<file path="src/hw/rtl/ktc_pkg.sv">
// Package for the keystroke timing classifier: widths, the pass phrase,
// the sequencer states and the structs passed between the top level and the engine.
// No dependencies.
`timescale 1ns / 1ps

package ktc_pkg;

    localparam int KTC_PHRASE_LEN    = 10;
    localparam int KTC_TRAIN_REPEATS = 5;

    localparam int CHAR_W = 8;
    localparam int TICK_W = 16;
    localparam int POS_W  = 4;
    localparam int SQ_W   = 2 * TICK_W;
    localparam int DIST_W = 36;

    // Pass phrase ".tie5Ronal"; unused positions hold NUL.
    localparam logic [CHAR_W-1:0] PHRASE_CHARS [16] = '{
        8'h2E, 8'h74, 8'h69, 8'h65, 8'h35, 8'h52, 8'h6F, 8'h6E,
        8'h61, 8'h6C, 8'h00, 8'h00, 8'h00, 8'h00, 8'h00, 8'h00
    };

    typedef enum logic {
        ST_IDLE,
        ST_SWEEP
    } ktc_state_t;

    typedef struct packed {
        logic start;
        logic train;
        logic sel_a;
        logic clear;
        logic divide;
    } sweep_cmd_t;

    typedef struct packed {
        logic              en;
        logic [POS_W-1:0]  addr;
        logic [TICK_W-1:0] data;
    } iv_wr_t;

    typedef struct packed {
        logic              done;
        logic [DIST_W-1:0] dist_a;
        logic [DIST_W-1:0] dist_b;
    } sweep_res_t;

endpackage

</file>
<file path="src/hw/rtl/ktc_engine.sv">
// Template engine: interval memory and packed A/B template memory, swept once per word.
// A four-stage pipeline reads, scales or accumulates, writes back and sums squared distances.
// Depends on ktc_pkg.
`timescale 1ns / 1ps

module ktc_engine
    import ktc_pkg::*;
#(
    parameter int NUM_IV        = KTC_PHRASE_LEN - 1,
    parameter int TRAIN_REPEATS = KTC_TRAIN_REPEATS
) (
    input  logic       clk,
    input  logic       rst_n,
    input  iv_wr_t     iv_wr,
    input  sweep_cmd_t cmd,
    output sweep_res_t res
);

    localparam int IDX_W   = (NUM_IV > 1) ? $clog2(NUM_IV) : 1;
    localparam int RECIP_W = 33;
    localparam int RECIP_SH = 32;
    localparam int PROD_W  = TICK_W + RECIP_W;
    // Reciprocal that makes (x * RECIP) >> 32 equal x / TRAIN_REPEATS for any 16-bit x.
    localparam logic [RECIP_W-1:0] RECIP =
        RECIP_W'((64'h1_0000_0000 / TRAIN_REPEATS) + 1);

    logic [TICK_W-1:0]   iv_mem  [NUM_IV];
    logic [2*TICK_W-1:0] tpl_mem [NUM_IV];
    logic [NUM_IV-1:0]   tpl_vld_reg;

    // Captured word mode.
    logic train_m_reg, sel_m_reg, clr_m_reg, div_m_reg;

    // Issue stage.
    logic             iss_act_reg;
    logic [IDX_W-1:0] rd_idx_reg;

    // Stage 1: memory read data.
    logic                p1_vld_reg, p1_last_reg;
    logic [IDX_W-1:0]    p1_idx_reg;
    logic [TICK_W-1:0]   iv_rd_reg;
    logic [2*TICK_W-1:0] tpl_rd_reg;
    logic                tpl_ok_reg;

    // Stage 2: raw template values and scaled products.
    logic              p2_vld_reg, p2_last_reg;
    logic [IDX_W-1:0]  p2_idx_reg;
    logic [TICK_W-1:0] a2_reg, b2_reg, iv2_reg;
    logic [PROD_W-1:0] prod_a2_reg, prod_b2_reg;

    // Stage 3: squared differences.
    logic            p3_vld_reg, p3_last_reg;
    logic [SQ_W-1:0] sq_a3_reg, sq_b3_reg;

    logic [DIST_W-1:0] acc_a_reg, acc_b_reg;

    logic [TICK_W-1:0] tpl_a1, tpl_b1;
    logic [PROD_W-1:0] prod_a1, prod_b1;
    logic [TICK_W-1:0] base_a, base_b, sum_a, sum_b, new_a, new_b, diff_a, diff_b;
    logic              tpl_we;
    logic [DIST_W-1:0] sum_a_out, sum_b_out;

    assign tpl_a1  = tpl_ok_reg ? tpl_rd_reg[2*TICK_W-1:TICK_W] : '0;
    assign tpl_b1  = tpl_ok_reg ? tpl_rd_reg[TICK_W-1:0] : '0;
    assign prod_a1 = PROD_W'(tpl_a1) * PROD_W'(RECIP);
    assign prod_b1 = PROD_W'(tpl_b1) * PROD_W'(RECIP);

    always_comb
    begin
        base_a = clr_m_reg ? '0 : a2_reg;
        base_b = clr_m_reg ? '0 : b2_reg;
        sum_a  = base_a + iv2_reg;
        sum_b  = base_b + iv2_reg;
        if (train_m_reg)
        begin
            new_a = sel_m_reg ? sum_a : base_a;
            new_b = sel_m_reg ? base_b : sum_b;
        end
        else if (div_m_reg)
        begin
            new_a = prod_a2_reg[RECIP_SH +: TICK_W];
            new_b = prod_b2_reg[RECIP_SH +: TICK_W];
        end
        else
        begin
            new_a = a2_reg;
            new_b = b2_reg;
        end
        diff_a = (new_a >= iv2_reg) ? (new_a - iv2_reg) : (iv2_reg - new_a);
        diff_b = (new_b >= iv2_reg) ? (new_b - iv2_reg) : (iv2_reg - new_b);
    end

    assign tpl_we = p2_vld_reg && (train_m_reg || div_m_reg);

    assign sum_a_out = acc_a_reg + DIST_W'(sq_a3_reg);
    assign sum_b_out = acc_b_reg + DIST_W'(sq_b3_reg);

    assign res.done   = p3_vld_reg && p3_last_reg;
    assign res.dist_a = sum_a_out;
    assign res.dist_b = sum_b_out;

    // Memories and data path registers.
    always_ff @(posedge clk)
    begin
        if (iv_wr.en)
            iv_mem[iv_wr.addr[IDX_W-1:0]] <= iv_wr.data;
        if (tpl_we)
            tpl_mem[p2_idx_reg] <= {new_a, new_b};
        iv_rd_reg  <= iv_mem[rd_idx_reg];
        tpl_rd_reg <= tpl_mem[rd_idx_reg];
        tpl_ok_reg <= tpl_vld_reg[rd_idx_reg];
        p1_idx_reg <= rd_idx_reg;

        a2_reg      <= tpl_a1;
        b2_reg      <= tpl_b1;
        iv2_reg     <= iv_rd_reg;
        prod_a2_reg <= prod_a1;
        prod_b2_reg <= prod_b1;
        p2_idx_reg  <= p1_idx_reg;

        sq_a3_reg <= SQ_W'(diff_a) * SQ_W'(diff_a);
        sq_b3_reg <= SQ_W'(diff_b) * SQ_W'(diff_b);

        if (cmd.start)
        begin
            train_m_reg <= cmd.train;
            sel_m_reg   <= cmd.sel_a;
            clr_m_reg   <= cmd.clear;
            div_m_reg   <= cmd.divide;
        end
    end

    // Sweep control; template entries read as zero until first written.
    always_ff @(posedge clk or negedge rst_n)
    begin
        if (!rst_n)
        begin
            tpl_vld_reg <= '0;
            iss_act_reg <= 1'b0;
            rd_idx_reg  <= '0;
            p1_vld_reg  <= 1'b0;
            p1_last_reg <= 1'b0;
            p2_vld_reg  <= 1'b0;
            p2_last_reg <= 1'b0;
            p3_vld_reg  <= 1'b0;
            p3_last_reg <= 1'b0;
            acc_a_reg   <= '0;
            acc_b_reg   <= '0;
        end
        else
        begin
            if (tpl_we)
                tpl_vld_reg[p2_idx_reg] <= 1'b1;

            if (cmd.start)
            begin
                iss_act_reg <= 1'b1;
                rd_idx_reg  <= '0;
            end
            else if (iss_act_reg)
            begin
                if (rd_idx_reg == IDX_W'(NUM_IV - 1))
                begin
                    iss_act_reg <= 1'b0;
                    rd_idx_reg  <= '0;
                end
                else
                    rd_idx_reg <= rd_idx_reg + 1'b1;
            end

            p1_vld_reg  <= iss_act_reg;
            p1_last_reg <= (rd_idx_reg == IDX_W'(NUM_IV - 1));
            p2_vld_reg  <= p1_vld_reg;
            p2_last_reg <= p1_last_reg;
            p3_vld_reg  <= p2_vld_reg;
            p3_last_reg <= p2_last_reg;

            if (p3_vld_reg)
            begin
                acc_a_reg <= p3_last_reg ? '0 : sum_a_out;
                acc_b_reg <= p3_last_reg ? '0 : sum_b_out;
            end
        end
    end

endmodule

</file>
<file path="config.mk">
export PLATFORM = sky130hd
export DESIGN_NAME = ktc_engine
export DESIGN_NICKNAME = d
export VERILOG_FILES = /design/src/hw/rtl/ktc_pkg.sv /design/src/hw/rtl/ktc_engine.sv
export SDC_FILE = /design/constraint.sdc
export NUM_CORES = 2
export LEC_CHECK = 0
export BUFFER_PORTS_ARGS = -buffer_cell sky130_fd_sc_hd__buf_2
export CORE_UTILIZATION = 39
export DETAILED_ROUTE_END_ITERATION = 8
export MAX_ROUTING_LAYER = met4
export PLACE_DENSITY_LB_ADDON = 0.08
export SYNTH_ARGS = -nofsm -noshare
export SYNTH_HDL_FRONTEND = slang
export SYNTH_SLANG_ARGS = --single-unit
</file>
<file path="constraint.sdc">
create_clock -name clk -period 18.44 [get_ports clk]
set_input_delay 3.688 -clock clk [delete_from_list [all_inputs] [get_ports clk]]
set_output_delay 3.688 -clock clk [all_outputs]
set_load 0.05 [all_outputs]
</file>
==> flow_metrics.py <==
metrics = {
    "finish": {
        "drive_gt1_share_pct": 9.82,
        "largest-register": "tpl_mem",
        "fin_nets": 6284,
        "syn_to_final_growth_pct": 10.1,
        "largest_register_ffs": 288,
        "fillers": 13500,
    },
    "worst_setup_path": {
        "startpoint": "clr_m_reg",
        "worst_path_dominant_cell_family": "adder cells",
        "critPathCaptureType": "register",
        "worstPathRequired_ps": 19030,
        "worst-path-stages": 50,
        "critPathKind": "reg -> reg",
        "worstPathArrival_ps": 13930,
        "start_kind": "register",
        "r2r_start": "clr_m_reg",
        "crit_top_cell": "inv_1",
        "crit_path_max_incr_delay_ps": 860,
        "critPathBufInv": 10,
        "cp_slowest_cell": "a21oi_1",
        "timing.reg2reg.setup_slack_ps": 5090,
        "worstRegToRegCells": 50,
        "path_max_fanout": 48,
    },
    "detailed_routing": {
        "first_pass_iters": 5,
        "route.detailed.drc": 0,
        "drtAntennaViolNets": 0,
        "viasPerCell": 5.10,
        "routedWlPerCell_um": 20.6,
        "drt_iter0_drc": 1884,
        "wirelength_um": 147000,
        "route.vias.total": 36300,
    },
    "timing": {
        "slew_violations": 0,
        "maxSlewHeadroom_pct": 19.7,
        "clock-skew-final_ps": 39.0,
        "hold_viol": 0,
        "fin_crit_ps": 13350,
        "max_freq_mhz": 74.9,
        "post-route-period-util_pct": 72.4,
        "setup-violations-final": 0,
        "rsz0062_at_grt": "false",
        "tightest_slew_ps": 1200,
        "fin_setup_tns_ps": 0,
    },
    "clock_network": {
        "cts_made_buffers": 82,
        "cts.clk_slew.worst_paths_ps": 70,
        "htreeDepth": 3,
        "hold_buffers": 0,
        "cts_setup_buffers": 0,
        "cts_buffer_depth": 3,
        "clk_latency_ps": 690,
        "cts_resized": 0,
        "cts_root_buf": "clkbuf_16",
        "cts_tree": "built",
        "cts.sinks": 723,
    },
    "hold_path": {
        "hp-class": "reg -> reg",
        "min-delay-start": "p1_idx_reg[0]",
        "hold_path_depth": 0,
    },
    "global_route": {
        "grt_max_degree": 63,
        "track_usage_pct": 21.1,
        "grt_overflow_total": 0,
        "grt_pass1_wl_um": 230000,
        "antenna_found_initial": 7,
        "grt_pass1_vias": 38800,
    },
    "logic_synthesis": {
        "ys_types": 103,
        "synth_nets": 6163,
        "async_reset_ff_share_pct": 12.7,
        "synth-seq-area-share_pct": 34.4,
        "synth_cells": 5045,
        "yosys.area_share.adder_pct": 31.1,
        "synth.avg_cell_area_um2": 11.1,
        "synth_compound_area_share_pct": 10.3,
        "syn_area_um2": 56000,
        "muxShareOfSynthArea_pct": 5.65,
        "synth_xor_area_share_pct": 3.51,
        "synth_seq_cells": 723,
        "synth_flop_cell": "edfxtp_1",
        "synth_top_family_by_area": "adder cells",
        "yosys_warnings": 0,
        "yosys.area_share.simple_pct": 8.42,
        "synth_edf_count": 436,
    },
    "floorplanning": {
        "start_util_pct": 39.4,
        "coreArea_um2": 142000,
        "rows": 138,
        "top_level_ports": 101,
        "die-area_um2": 145000,
        "die_x_um": 381,
        "die_h_um": 381,
    },
    "job": {
        "drv_cap": 0,
    },
    "placement": {
        "gp_congestion": 0.897,
        "hpwl_um": 112000,
        "portBuffers": 100,
    },
    "outcome": {
        "outcome": "finished clean",
    },
}
==> placed cells by master, fill, tap and decap left out, types with 13 or more instances in the layout <==
master	count
nand4_1	23
nor2_1	256
and3_1	17
clkbuf_1	22
inv_1	813
inv_2	13
dfxtp_1	195
edfxtp_1	436
fa_1	496
a31oi_1	23
o21ai_0	171
o31ai_1	17
clkbuf_16	83
xor2_1	74
o21bai_1	41
and2_1	38
nand2b_1	43
o211ai_1	22
nor3_1	40
ha_1	594
dfrtp_1	88
a21oi_1	206
a211oi_1	25
o21a_1	38
a21o_1	123
buf_4	81
nand2_1	315
nand3_1	57
or2_2	27
mux4_2	98
a22o_1	59
buf_2	99
nor2b_1	65
mux2i_1	79
clkinv_2	15
xnor2_1	144
or3_1	24
==> metrics by stage <==
stage / worst slack, ps / util [%] / hold WS (ps) / cell area [µm²] / cells
final: 5090 / 43.4 / 325 / 61700 / 7127
after global routing: 3940 / 43.4 / 331 / 61700 / 7125
after CTS: 5050 / 43.4 / 326 / 61700 / 7124
after detailed placement: 5060 / 41.5 / 312 / 59000 / 6972
after global placement: 5370 / 41.5 / 310 / 59000 / 6972
after floorplan: 6620 / - / 310 / 56000 / 5045
==> routing by layer <==
layer | global-route usage, % | part of all wire (%) | wire length (µm)
met1 | 28.4 | 47 | 69100
met2 | 34.1 | 47 | 68900
met3 | 2.25 | 3.4 | 4980
met4 | 5.09 | 2.5 | 3700
met5 | - | 0 | 0
==> kinds of logic after synthesis <==
logic type      count (synthesis)
fa+ha+maj                    1094
simple gates                  980
buf+inv                       973
compound gates                863
flops                         723
xor+xnor                      221
mux                           191
==> synthesized netlist by cell type, types with 93 or more instances <==
library cell	count	area [µm²]
inv_1	813	3050
mux4_2	98	2210
clkbuf_1	93	349
nand2_1	315	1180
a21o_1	123	923
fa_1	496	9930
dfxtp_1	195	3900
nor2_1	258	968
edfxtp_1	436	13100
xnor2_1	144	1260
a21oi_1	206	1030
o21ai_0	172	861
ha_1	594	7430
==> layout make-up <==
cell class / instances / area [µm²] / share of cell area, %
multi-input combinational: 3349 / 33100 / 53.6
sequential: 723 / 19300 / 31.3
inverter: 830 / 3120 / 5.05
tap: 1890 / 2360 / 3.83
clock buffer: 117 / 2320 / 3.77
timing repair buffer: 180 / 1100 / 1.79
clock inverter: 35 / 384 / 0.623
antenna: 3 / 7.51 / 0.0122
==> worst register-to-register path, delay by kind of cell, from the launching register on <==
family	cells	cell delay, ps
fa+ha+maj	10	4730
flops	1	320
simple gates	10	1470
xor+xnor	3	740
compound gates	15	4080
mux	2	350
buf+inv	10	1590
==> path summary, 6_finish.rpt <==
path                                 endpoint
worst max-delay path            sq_b3_reg[30]
worst min-delay path            p2_idx_reg[0]
worst max register to register  sq_b3_reg[30]
worst min register to register  p2_idx_reg[0]
max in group asynchronous       acc_b_reg[13]
min in group asynchronous       acc_a_reg[24]
Power is left out: the tool's default activity adds up to more than one toggle a clock period on the data nets, which glitch-free logic cannot reach.
